## src/design/bc1d_pkg.sv

```systemverilog
// shared types and constants for the bc1 block decoder
// no dependencies; imported by the palette, serializer and top level modules
`default_nettype none

package bc1d_pkg;

    localparam int unsigned PIXELS = 16;
    localparam int unsigned IDX_W  = 4;
    localparam int unsigned SEL_W  = 2 * PIXELS;

    // palette entry codes carried by the selector bits
    localparam logic [1:0] SEL_C0   = 2'd0;
    localparam logic [1:0] SEL_C1   = 2'd1;
    localparam logic [1:0] SEL_MID  = 2'd2;
    localparam logic [1:0] SEL_LAST = 2'd3;

    localparam logic [7:0] ALPHA_OPAQUE = 8'd255;
    localparam logic [7:0] ALPHA_CLEAR  = 8'd0;

    typedef logic [7:0] chan_t;

    // one finished palette plus the selectors of its block
    typedef struct packed {
        chan_t [3:0]        red;
        chan_t [3:0]        green;
        chan_t [3:0]        blue;
        logic               four_color;
        logic [SEL_W-1:0]   selector_bits;
    } palette_t;

endpackage

`default_nettype wire

```

## src/design/bc1d_palette.sv

```systemverilog
// three-stage palette builder: expand, endpoint sums, divide and select
// depends on bc1d_pkg
`default_nettype none

module bc1d_palette (
    input  wire logic                   aclk,
    input  wire logic                   aresetn,
    input  wire logic                   in_valid,
    output logic                        in_ready,
    input  wire logic [15:0]            first_color,
    input  wire logic [15:0]            second_color,
    input  wire logic [bc1d_pkg::SEL_W-1:0] selector_bits,
    output logic                        pal_valid,
    input  wire logic                   pal_ready,
    output bc1d_pkg::palette_t          pal
);
    import bc1d_pkg::*;

    // truncating divide by three for sums up to 765
    function automatic chan_t div3(input logic [9:0] x);
        logic [20:0] prod;
        prod = 21'(x) * 21'd683;
        return prod[18:11];
    endfunction

    // stage a: expanded endpoints
    logic             a_valid_reg;
    chan_t [2:0]      a_e0_reg;
    chan_t [2:0]      a_e1_reg;
    logic             a_four_reg;
    logic [SEL_W-1:0] a_sel_reg;

    // stage b: endpoint sums
    logic             b_valid_reg;
    chan_t [2:0]      b_e0_reg;
    chan_t [2:0]      b_e1_reg;
    logic [2:0][9:0]  b_two_one_reg;
    logic [2:0][9:0]  b_one_two_reg;
    logic [2:0][8:0]  b_pair_reg;
    logic             b_four_reg;
    logic [SEL_W-1:0] b_sel_reg;

    // stage c: finished palette
    logic             c_valid_reg;
    palette_t         c_pal_reg;

    logic a_ready, b_ready, c_ready;
    chan_t [2:0] e0, e1;
    palette_t c_pal_next;

    assign c_ready  = !c_valid_reg || pal_ready;
    assign b_ready  = !b_valid_reg || c_ready;
    assign a_ready  = !a_valid_reg || b_ready;
    assign in_ready = a_ready;

    // rgb565 to rgb888 by bit replication
    assign e0[0] = {first_color[15:11], first_color[15:13]};
    assign e0[1] = {first_color[10:5],  first_color[10:9]};
    assign e0[2] = {first_color[4:0],   first_color[4:2]};
    assign e1[0] = {second_color[15:11], second_color[15:13]};
    assign e1[1] = {second_color[10:5],  second_color[10:9]};
    assign e1[2] = {second_color[4:0],   second_color[4:2]};

    always_comb begin
        chan_t [2:0] mid;
        chan_t [2:0] last;
        for (int ch = 0; ch < 3; ch++) begin
            if (b_four_reg) begin
                mid[ch]  = div3(b_two_one_reg[ch]);
                last[ch] = div3(b_one_two_reg[ch]);
            end else begin
                mid[ch]  = b_pair_reg[ch][8:1];
                last[ch] = 8'd0;
            end
        end
        c_pal_next.red           = {last[0], mid[0], b_e1_reg[0], b_e0_reg[0]};
        c_pal_next.green         = {last[1], mid[1], b_e1_reg[1], b_e0_reg[1]};
        c_pal_next.blue          = {last[2], mid[2], b_e1_reg[2], b_e0_reg[2]};
        c_pal_next.four_color    = b_four_reg;
        c_pal_next.selector_bits = b_sel_reg;
    end

    always_ff @(posedge aclk) begin
        if (!aresetn) begin
            a_valid_reg <= 1'b0;
            b_valid_reg <= 1'b0;
            c_valid_reg <= 1'b0;
        end else begin
            if (a_ready) a_valid_reg <= in_valid;
            if (b_ready) b_valid_reg <= a_valid_reg;
            if (c_ready) c_valid_reg <= b_valid_reg;
        end
    end

    always_ff @(posedge aclk) begin
        if (a_ready && in_valid) begin
            a_e0_reg   <= e0;
            a_e1_reg   <= e1;
            a_four_reg <= first_color > second_color;
            a_sel_reg  <= selector_bits;
        end
        if (b_ready && a_valid_reg) begin
            b_e0_reg   <= a_e0_reg;
            b_e1_reg   <= a_e1_reg;
            b_four_reg <= a_four_reg;
            b_sel_reg  <= a_sel_reg;
            for (int ch = 0; ch < 3; ch++) begin
                b_two_one_reg[ch] <= {1'b0, a_e0_reg[ch], 1'b0} + 10'(a_e1_reg[ch]);
                b_one_two_reg[ch] <= 10'(a_e0_reg[ch]) + {1'b0, a_e1_reg[ch], 1'b0};
                b_pair_reg[ch]    <= 9'(a_e0_reg[ch]) + 9'(a_e1_reg[ch]);
            end
        end
        if (c_ready && b_valid_reg) begin
            c_pal_reg <= c_pal_next;
        end
    end

    assign pal_valid = c_valid_reg;
    assign pal       = c_pal_reg;

endmodule

`default_nettype wire

```

## src/design/bc1d_serializer.sv

```systemverilog
// walks one palette over sixteen pixels into a registered output word
// depends on bc1d_pkg
`default_nettype none

module bc1d_serializer (
    input  wire logic                       aclk,
    input  wire logic                       aresetn,
    input  wire logic                       pal_valid,
    output logic                            pal_ready,
    input  wire bc1d_pkg::palette_t         pal,
    output logic                            out_valid,
    input  wire logic                       out_ready,
    output bc1d_pkg::chan_t                 out_red,
    output bc1d_pkg::chan_t                 out_green,
    output bc1d_pkg::chan_t                 out_blue,
    output bc1d_pkg::chan_t                 out_alpha,
    output logic [bc1d_pkg::IDX_W-1:0]      out_pixel_index,
    output logic                            out_last_pixel
);
    import bc1d_pkg::*;

    logic             busy_reg;
    logic [IDX_W-1:0] cnt_reg;
    palette_t         blk_reg;

    logic             out_valid_reg;
    chan_t            red_reg, green_reg, blue_reg, alpha_reg;
    logic [IDX_W-1:0] index_reg;
    logic             last_reg;

    logic out_adv, emit, done, load, is_last;
    logic [1:0] sel;

    assign out_adv   = !out_valid_reg || out_ready;
    assign emit      = busy_reg && out_adv;
    assign is_last   = cnt_reg == IDX_W'(PIXELS - 1);
    assign done      = emit && is_last;
    assign pal_ready = !busy_reg || done;
    assign load      = pal_valid && pal_ready;
    assign sel       = blk_reg.selector_bits[{cnt_reg, 1'b0} +: 2];

    always_ff @(posedge aclk) begin
        if (!aresetn) begin
            busy_reg      <= 1'b0;
            cnt_reg       <= '0;
            out_valid_reg <= 1'b0;
        end else begin
            if (load) begin
                busy_reg <= 1'b1;
                cnt_reg  <= '0;
            end else if (done) begin
                busy_reg <= 1'b0;
            end else if (emit) begin
                cnt_reg <= cnt_reg + 1'b1;
            end
            if (out_adv) out_valid_reg <= busy_reg;
        end
    end

    always_ff @(posedge aclk) begin
        if (load) blk_reg <= pal;
        if (emit) begin
            red_reg   <= blk_reg.red[sel];
            green_reg <= blk_reg.green[sel];
            blue_reg  <= blk_reg.blue[sel];
            // transparent entry only in three-color mode
            alpha_reg <= (sel == SEL_LAST && !blk_reg.four_color) ? ALPHA_CLEAR
                                                                  : ALPHA_OPAQUE;
            index_reg <= cnt_reg;
            last_reg  <= is_last;
        end
    end

    assign out_valid       = out_valid_reg;
    assign out_red         = red_reg;
    assign out_green       = green_reg;
    assign out_blue        = blue_reg;
    assign out_alpha       = alpha_reg;
    assign out_pixel_index = index_reg;
    assign out_last_pixel  = last_reg;

endmodule

`default_nettype wire

```

## src/design/bc1_block_decoder_core.sv

```systemverilog
// path: first pixel of a block passes palette stages a, b, c, the serializer's
//   palette register and output register; throughput: one pixel word per cycle
//   when the output never stalls; the 16-pixel walk in the serializer sets this
// three palette stages buffer up to three more blocks while one is walked
// reset: synchronous active-low aresetn clears all valid bits and the pixel walk
// depends on bc1d_pkg, bc1d_palette, bc1d_serializer
`default_nettype none

module bc1_block_decoder_core (
    input  wire logic                       aclk,
    input  wire logic                       aresetn,
    // block words in
    input  wire logic                       s_valid,
    output logic                            s_ready,
    input  wire logic [15:0]                s_first_color,
    input  wire logic [15:0]                s_second_color,
    input  wire logic [bc1d_pkg::SEL_W-1:0] s_selector_bits,
    // pixel words out
    output logic                            m_valid,
    input  wire logic                       m_ready,
    output logic [7:0]                      m_red,
    output logic [7:0]                      m_green,
    output logic [7:0]                      m_blue,
    output logic [7:0]                      m_alpha,
    output logic [bc1d_pkg::IDX_W-1:0]      m_pixel_index,
    output logic                            m_last_pixel
);
    import bc1d_pkg::*;

    // palette handoff between builder and pixel walker
    logic     pal_valid;
    logic     pal_ready;
    palette_t pal;

    // expand endpoints, form sums, divide by three and pick the mode entries
    bc1d_palette u_palette (
        .aclk          (aclk),
        .aresetn       (aresetn),
        .in_valid      (s_valid),
        .in_ready      (s_ready),
        .first_color   (s_first_color),
        .second_color  (s_second_color),
        .selector_bits (s_selector_bits),
        .pal_valid     (pal_valid),
        .pal_ready     (pal_ready),
        .pal           (pal)
    );

    // walk the sixteen selectors, one pixel word per cycle while the output is not stalled
    // the next palette loads on the cycle the last pixel leaves, so blocks abut
    bc1d_serializer u_serializer (
        .aclk            (aclk),
        .aresetn         (aresetn),
        .pal_valid       (pal_valid),
        .pal_ready       (pal_ready),
        .pal             (pal),
        .out_valid       (m_valid),
        .out_ready       (m_ready),
        .out_red         (m_red),
        .out_green       (m_green),
        .out_blue        (m_blue),
        .out_alpha       (m_alpha),
        .out_pixel_index (m_pixel_index),
        .out_last_pixel  (m_last_pixel)
    );

endmodule

`default_nettype wire

```

## config.mk

```make
export PLATFORM = sky130hd
export DESIGN_NAME = bc1_block_decoder_core
export DESIGN_NICKNAME = d
export VERILOG_FILES = /design/src/design/bc1d_pkg.sv /design/src/design/bc1d_palette.sv /design/src/design/bc1d_serializer.sv /design/src/design/bc1_block_decoder_core.sv
export SDC_FILE = /design/constraint.sdc
export NUM_CORES = 1
export LEC_CHECK = 0
export BUFFER_PORTS_ARGS = -buffer_cell sky130_fd_sc_hd__buf_2
export CAP_MARGIN = 20
export CORE_MARGIN = 3
export CORE_UTILIZATION = 55
export CTS_CLUSTER_SIZE = 8
export DETAILED_ROUTE_END_ITERATION = 16
export PLACE_DENSITY_LB_ADDON = 0.2
export SLEW_MARGIN = 15
export SYNTH_ARGS = -nofsm -noshare
export SYNTH_HDL_FRONTEND = slang
export SYNTH_HIERARCHICAL = 1
export SYNTH_SLANG_ARGS = --single-unit
```

## constraint.sdc

```tcl
create_clock -name aclk -period 13.6 [get_ports aclk]
set_input_delay 1.36 -clock aclk [delete_from_list [all_inputs] [get_ports aclk]]
set_output_delay 1.36 -clock aclk [all_outputs]
set_load 0.01 [all_outputs]
```

; ---- After elaboration in Yosys (flattened, before gate mapping)
; Cells that the tools add are included.
; Widths: inputs -> output; s select.
[op_classes]
muxes = 12
reduce_logical = 21
add_sub_neg = 10
n_eq_ne = 2
multipliers = 6
n_lt_le_gt_ge = 2
n_bitwise = 2
shift = 1
[ops]
columns = op, count
row1 = $mul 10x10->19 const B, 6
row2 = $mux 8, 7
row3 = $bmux 8 s2, 3
row4 = $shiftx 32x6->2, 1
row5 = $add 8x9->10, 3
row6 = $add 9x8->10, 3
row7 = $add 8x8->9, 3
row8 = $gt 16x16->1, 1
row9 = $logic_and 1x1->1, 7
row10 = $logic_not 1->1, 6
row11 = $logic_or 1x1->1, 5
row12 = $add 4x1->4 const B, 1
row13 = $eq 4x4->1 const B, 1
row14 = $lt 2x3->1 const B, 1
row15 = $eq 2x2->1 const B, 1
row16 = $mux 1, 2
row17 = $not 1->1, 2
row18 = $reduce_and 2->1, 1
row19 = $reduce_bool 2->1, 1
row20 = $reduce_or 2->1, 1
[word_totals]
inputBits = 68
wordCells = 121
ff_bits = 553

; ---- Logic depth before layout (Yosys ltp)
; Gate-level depths: netlist of run 1.
[logic_depth]
depth_word = 9
mapped_depth = 17
ltp_nobuf = 17

; ---- Modules after synthesis
; The synthesis of run 1 kept the hierarchy.
[modules_own_cells]
columns = mod, seq_area_each_um2, n_inst, cells_per_inst, area_per_inst_um2
row1 = bc1d_palette, 9699.3, 1, 1815, 22770.6
row2 = bc1d_serializer, 4894.7, 1, 376, 6296.0

; ---- Least setup slack after synthesis of run 1
; No wires, ideal clock.
[synth_timing]
path_kind = in2reg
startpoint = input port m_ready
endpoint = register u_palette/b_e0_reg[10] in the netlist's numbering (enable)
setup_time_ps = 863
slack_ps = 640
arrival_ps = 12096
path_buffers = 0
stages = 4
cell_sequence = nor2b_1 o21ai_0 nor2b_1 a21boi_0
[synth_between]
elab_chain_len = 7
[synth_lines]
columns = element, line
row1 = from (decl), bc1_block_decoder_core.sv:20  ; input wire logic m_ready,
row2 = $logic_or 1x1->1, bc1d_serializer.sv:34  ; assign out_adv = !out_valid_reg || out_ready;
row3 = $logic_and 1x1->1, bc1d_serializer.sv:35  ; assign emit = busy_reg && out_adv;
row4 = $logic_and 1x1->1, bc1d_serializer.sv:37  ; assign done = emit && is_last;
row5 = $logic_or 1x1->1, bc1d_serializer.sv:38  ; assign pal_ready = !busy_reg || done;
row6 = named net pal_ready, bc1_block_decoder_core.sv:32  ; logic pal_ready;
row7 = $logic_or 1x1->1, bc1d_palette.sv:51  ; assign c_ready = !c_valid_reg || pal_ready;
row8 = $logic_or 1x1->1, bc1d_palette.sv:52  ; assign b_ready = !b_valid_reg || c_ready;
row9 = $logic_and 1x1->1, bc1d_palette.sv:102  ; if (b_ready && a_valid_reg) begin
row10 = to (signal assigned), bc1d_palette.sv:103  ; b_e0_reg <= a_e0_reg;
row11 = to (decl), bc1d_palette.sv:35  ; chan_t [2:0] b_e0_reg;
; The timed path passes the listed nets, and every way through them passes these cells.
; A chain may end at the register's enable or synchronous reset.

==> metrics.txt, run 1 <==
post-cts resize count=0; DR vias=about 17000; wirelength, routed=between 50000 and 60000 um; Fin. Hold Viols=0; CP bufs+invs=2; commonest cells in the netlist=edfxtp_1 (480), ha_1 (413), inv_1 (321); Placed Instances=around 2900; post-route ant nets=0; vias in the first global route=between 15000 and 20000; f_max=roughly 210 MHz; DRT iter0 DRCs=slightly below 1000; CTS Hold Bufs=0; CTS root buf=clkbuf_16; crit end category=flop; Die Area=around 0.056 mm^2; CP max FO=7; VDD IR-drop max=0.0847 mV; Vias/cell=5.58; syn_area_per_cell=13.3 um^2; CP delay by family, top=adder cells; GRT Util Overall=0.210; Cell Rows=83; final setup vio count=0; antenna violations before repair=1; switch share=0.333; IO Pins=between 100 and 150; Core Region=0.0518 mm^2; Syn-to-layout area delta=11.1%; initial core utilization=0.561; CP max-delay cell=fa_1; clock sinks=approximately 500; period utilisation layout=0.345; post-synth top area cell=edfxtp_1; DR WL/cell=19.0 um; register area share after synthesis=0.502; Comb pwr share=0.373; leakage=between 10 and 15 nW; Most used DFF post-synth=edfxtp_1; Yosys top cell area share=0.496; Mapped Cells=roughly 2200; total global routing overflow=0; synthesis-stage register bit count=a little under 500; clk_skew=23.0 ps; NetSw=1.82 mW; Power Density=~170 mW/mm^2; RSZ-0062 raised after global routing=false; clk_lat worst skew=between 500 and 600 ps; quantity of I/O buffers inserted on ports=106; Detailed Place HPWL=~43000 um; worst path required time=~14000 ps; fin crit period=~4700 ps; cell chain of the critical path=ha_1 -> inv_1 -> fa_1 -> fa_1 -> inv_1 -> fa_1 -> ha_1 -> ha_1 -> a211o_1 -> a31oi_1 -> o21bai_1 -> a21oi_1 -> o21ai_1 -> xnor2_1 -> mux2_2; cts bufs inserted=slightly above 70; Hold WC Path Type=reg -> reg; DR pass1 iterations=7; Seq pwr share=0.337; syn nets=roughly 2800; WHS=401 ps; Post-synth EDFFs=480; slowest stage delay, CP=about 520 ps; fin cells=between 3000 and 4000; nets=between 2000 and 3000; worst slew pin tran=~1100 ps; setup tns final=0 ps; clk slew on worst S/H paths=roughly 50 ps; Die Height=around 240 um; CTS tree=done; critical path arrival=slightly above 5000 ps; Max Cap Viol=0; Finished Cell Area=~0.032 mm^2; Rel. slew slack=0.273; area of the mapped netlist=0.0291 mm^2; drc violations=0; WS Path Type=reg -> reg; Synth area leaders=edfxtp_1 (50%), ha_1 (18%), fa_1 (9.3%); placed cell area=0.0302 mm^2; layout cell share with drive strength beyond 1=0.105; library cells used by synthesis=slightly below 70; CTS max path bufs=3; CP Launch Type=flop; Int Power=roughly 3.7 mW; GPL Wtd Cong=roughly 0.85; first-pass GRT wire length=around 93000 um; Clk pwr share=0.290; Die Wd=between 200 and 250 um; most frequent cell after synthesis=edfxtp_1; Synth async-reset ratio=0; largest net degree at the start of global routing=74; Synth Warn #=6; max FFs per register=~130; postcts setup bufs=0; status=completed; Pins Over Slew Limit=0; H-tree levels=3
## layout make-up
cell class / count / area, um^2
fill: 3892 / 19500
sequential: 489 / 14600
multi-input combinational: 1317 / 12900
clock buffer: 88 / 1860
inverter: 321 / 1200
tap: 680 / 851
timing repair buffer: 119 / 648
clock inverter: 8 / 178
antenna: 3 / 7.51
## power groups by stage
stage               logic (mW)  registers, mW  clock network [mW]
floorplan                 1.56           1.86                   0
global placement          1.99           1.87                   0
detailed placement        2.04           1.88                   0
CTS                       2.06           1.85                1.63
global route              2.34           1.85                1.69
finish                    2.04           1.85                1.59
## cells in the final DEF (no fill, tap or decap), drive strengths merged, types with 24 or more instances in the layout
master	n
a21o	24
a21oi	89
a31oi	31
a32oi	24
buf	119
clkbuf	88
edfxtp	480
fa	135
ha	413
inv	322
nand2	54
nand3	87
nor2	69
nor2b	24
o21ai	66
xnor2	85
xor2	31
## cells by family after synthesis
| family | count (synthesis) | share of synthesized area |
|---|---|---|
| AO/OA/AOI/OAI | 325 | 0.0733 |
| XOR/XNOR | 116 | 0.0350 |
| adder cells (fa/ha/maj) | 548 | 0.271 |
| buffers and inverters | 385 | 0.0550 |
| flip-flops | 489 | 0.502 |
| multiplexers | 30 | 0.0139 |
| AND/OR/NAND/NOR | 298 | 0.0501 |
## stage by stage
stage                     setup WS (ps)  utilization  power [mW]
after floorplan                     640            -        3.42
after global placement             8860        0.583        3.87
after detailed placement           8710        0.583        3.92
after CTS                          8880        0.623        5.54
after global routing               8520        0.623        5.89
final                              8910        0.623        5.48
## worst reg2reg max path, stage by stage, from the launching register on
cell	delay [ps]
edfxtp_1	460
ha_1	350
inv_1	60
fa_1	510
fa_1	520
inv_1	50
fa_1	450
ha_1	320
ha_1	400
a211o_1	290
a31oi_1	150
o21bai_1	80
a21oi_1	270
o21ai_1	150
xnor2_1	150
mux2_2	270
## worst paths after layout
kind,startpoint,end,slack (ps),depth (start not counted)
worst max-delay path,u_palette/b_two_one_reg[14],u_palette/pal[88],8910,15
worst min-delay path,u_palette/pal[52],u_serializer/blk_reg[52],400,0
worst max register to register,u_palette/b_two_one_reg[14],u_palette/pal[88],8910,15
worst min register to register,u_palette/pal[52],u_serializer/blk_reg[52],400,0
## routing by layer
layer,track usage,wire length [um],up-vias
met5,0,0,-
met2,0.345,27300,367
met1,0.294,26400,8333
li1,-,-,8097
met3,0.0362,2650,88
met4,0.0524,1140,0
No activity file was read; power rests on OpenSTA's default activity.
==> run 2, diff against run 1 <==
==> constraint.sdc (replaced) <==
create_clock -name aclk -period 4.1 [get_ports aclk]
set_input_delay 0.41 -clock aclk [delete_from_list [all_inputs] [get_ports aclk]]
set_output_delay 0.41 -clock aclk [all_outputs]
set_load 0.01 [all_outputs]
==> metrics.txt, run 2 (synthesized netlist as in run 1, its figures left out) <==
Max Cap Viol=0 (unchanged); Int Power=14.4 mW (+290%); Pins Over Slew Limit=0 (unchanged); quantity of I/O buffers inserted on ports=106 (unchanged); DR vias=18300 (+8.2%); Finished Cell Area=0.0368 mm^2 (+14%); fin cells=3330 (+10%); placed cell area=0.0323 mm^2 (+6.9%); largest net degree at the start of global routing=66 (-11%); Seq pwr share=0.280 (-0.057); first-pass GRT wire length=103000 um (+11%); failing checks=negative setup slack; Fin. Hold Viols=0 (unchanged); # fillers=3364 (-14%); final setup vio count=44 (+44); Antenna Cells=0 (-3); period utilisation layout=1.06 (+0.716); Placed Instances=3124 (+6.8%); clk_lat worst skew=610 ps (+20 ps); register area=0.0146 mm^2 (unchanged); Power Density=593 mW/mm^2 (+250%); vias in the first global route=19500 (+9.7%); worst setup margin=-251 ps (-9160 ps); Comb pwr share=0.477 (+0.104); Die Wd=236 um (unchanged); status=finished, violations left; GRT Util Overall=0.233 (+0.0228); CP Launch Point=u_palette/b_two_one_reg[22]; CP max FO=4 (-3); RSZ-0062 raised after global routing=true; Clk pwr share=0.243 (-0.047); cts bufs inserted=71 (unchanged); switch share=0.340 (+0.00702); critical path arrival=4690 ps (-350 ps); Crit Reg-Reg Startpoint=u_palette/b_two_one_reg[22]; CTS max path bufs=3 (unchanged); layout cell share with drive strength beyond 1=0.277 (+0.173); drc violations=0 (unchanged); CP Launch Type=flop; Hold WC Path Type=in -> reg; Detailed Place HPWL=46200 um (+7.2%); GPL Wtd Cong=0.892 (+5.0%); footprint of the multi-input gates=0.0149 mm^2 (+15%); CP bufs+invs=2 (unchanged); Die Area=0.0556 mm^2 (unchanged); IO Pins=107 (unchanged); WS Path Type=reg -> reg; cell chain of the critical path=ha_4 -> inv_2 -> fa_1 -> fa_1 -> inv_1 -> fa_1 -> ha_4 -> ha_4 -> a21o_1 -> a21oi_2 -> nor3b_2 -> a2bb2oi_2 -> a221oi_2 -> xnor2_1 -> mux2_4; clock sinks=489 (unchanged); slowest stage delay, CP=490 ps (-30 ps); total global routing overflow=0 (unchanged); wirelength, routed=64600 um (+12%); max FFs per register=129 (unchanged); worst slew pin tran=1020 ps (-66.8 ps); Vias/cell=5.49 (-1.7%); DRT iter0 DRCs=1065 (+7.9%); CP delay by family, top=adder cells; NetSw=7.41 mW (+310%); crit end category=flop; setup tns final=-5370 ps (-5370 ps); most frequent cells in the layout=edfxtp_1 (480), ha_1 (306), inv_1 (289); Core Region=0.0518 mm^2 (unchanged); leakage=15.4 nW (+12%); initial core utilization=0.561 (unchanged); clk slew on worst S/H paths=50 ps (about the same); Rel. slew slack=0.318 (+0.0447); H-tree levels=3 (unchanged); Cell Rows=83 (unchanged); DR pass1 iterations=5 (-2); commonest non-fill, non-tap cell in the layout=edfxtp_1; antenna violations before repair=1 (unchanged); DR WL/cell=19.4 um (+2.0%); CTS root buf=clkbuf_16; Die Height=236 um (unchanged); worst path required time=4440 ps (-9500 ps); CP max-delay cell=edfxtp_1; post-route ant nets=0 (unchanged); Syn-to-layout area delta=26.5%; clk_skew=26.3 ps (+3.31 ps); hold path start=s_first_color[8]; fin crit period=4350 ps (-344 ps); CTS tree=done; nets=3238 (+10%); VDD IR-drop max=0.384 mV (+350%); f_max=230 MHz (+7.9%)
-- run 2: cell types whose count changed in the layout (fill, tap and decap cells not counted), sizes merged --
| cell | previous run | this run |
|---|---|---|
| bufinv | 1 | 0 |
| diode | 3 | 0 |
| clkinv | 6 | 9 |
| dlygate4sd3 | 0 | 44 |
| clkbuf | 88 | 92 |
| buf | 119 | 378 |
| inv | 322 | 321 |
-- run 2: stage by stage --
step	utilization	setup slack [ps]	hold WS (ps)	total power, mW
3_5_place_dp	0.623	-326	405	14.5
4_1_cts	0.697	-228	1.18	21.0
3_3_place_gp	0.623	-229	401	14.2
5_1_grt	0.710	-391	2.04	23.2
6_report	0.710	-251	34.9	21.8
2_1_floorplan	-	-394	400	11.9
-- run 2: repair_timing --
action,CTS,global route
resized for setup,138,103
pin swaps,139,86
buffers inserted,44,21
hold buffers,44,0
endpoints found under the setup margin,46,48
endpoints found under the hold margin,44,0
-- run 2: final timing paths --
check | endpoint | slack, ps | depth (start not counted)
max | u_palette/pal[56] | -250 | 15
min | u_palette/a_e0_reg[13] | 30 | 1
max reg2reg | u_palette/pal[56] | -250 | 15
min reg2reg | u_serializer/blk_reg[63] | 390 | 0
-- run 2: final cells by class --
class / count / area share
Tap cell: 680 / 0.0231
Timing Repair Buffer: 422 / 0.0874
Clock inverter: 9 / 0.00520
Clock buffer: 92 / 0.0504
Multi-Input combinational cell: 1317 / 0.404
Sequential cell: 489 / 0.397
Inverter: 321 / 0.0328
-- run 2: metal layers --
metal / track usage / share of wire / up-vias
li1: - / - / 8715
met3: 0.0399 / 0.046 / 115
met2: 0.401 / 0.50 / 451
met1: 0.303 / 0.42 / 8991
met5: 0 / 0 / -
met4: 0.0721 / 0.029 / 0
-- run 2: power by group through the flow --
| stage | sequential [mW] | combinational [mW] | clock (mW) |
|---|---|---|---|
| 6_report | 6.11 | 10.4 | 5.29 |
| 5_1_grt | 6.13 | 11.5 | 5.63 |
| 4_1_cts | 6.11 | 9.49 | 5.40 |
| 3_5_place_dp | 6.19 | 8.29 | 0 |
| 3_3_place_gp | 6.18 | 8.03 | 0 |
| 2_1_floorplan | 6.16 | 5.72 | 0 |
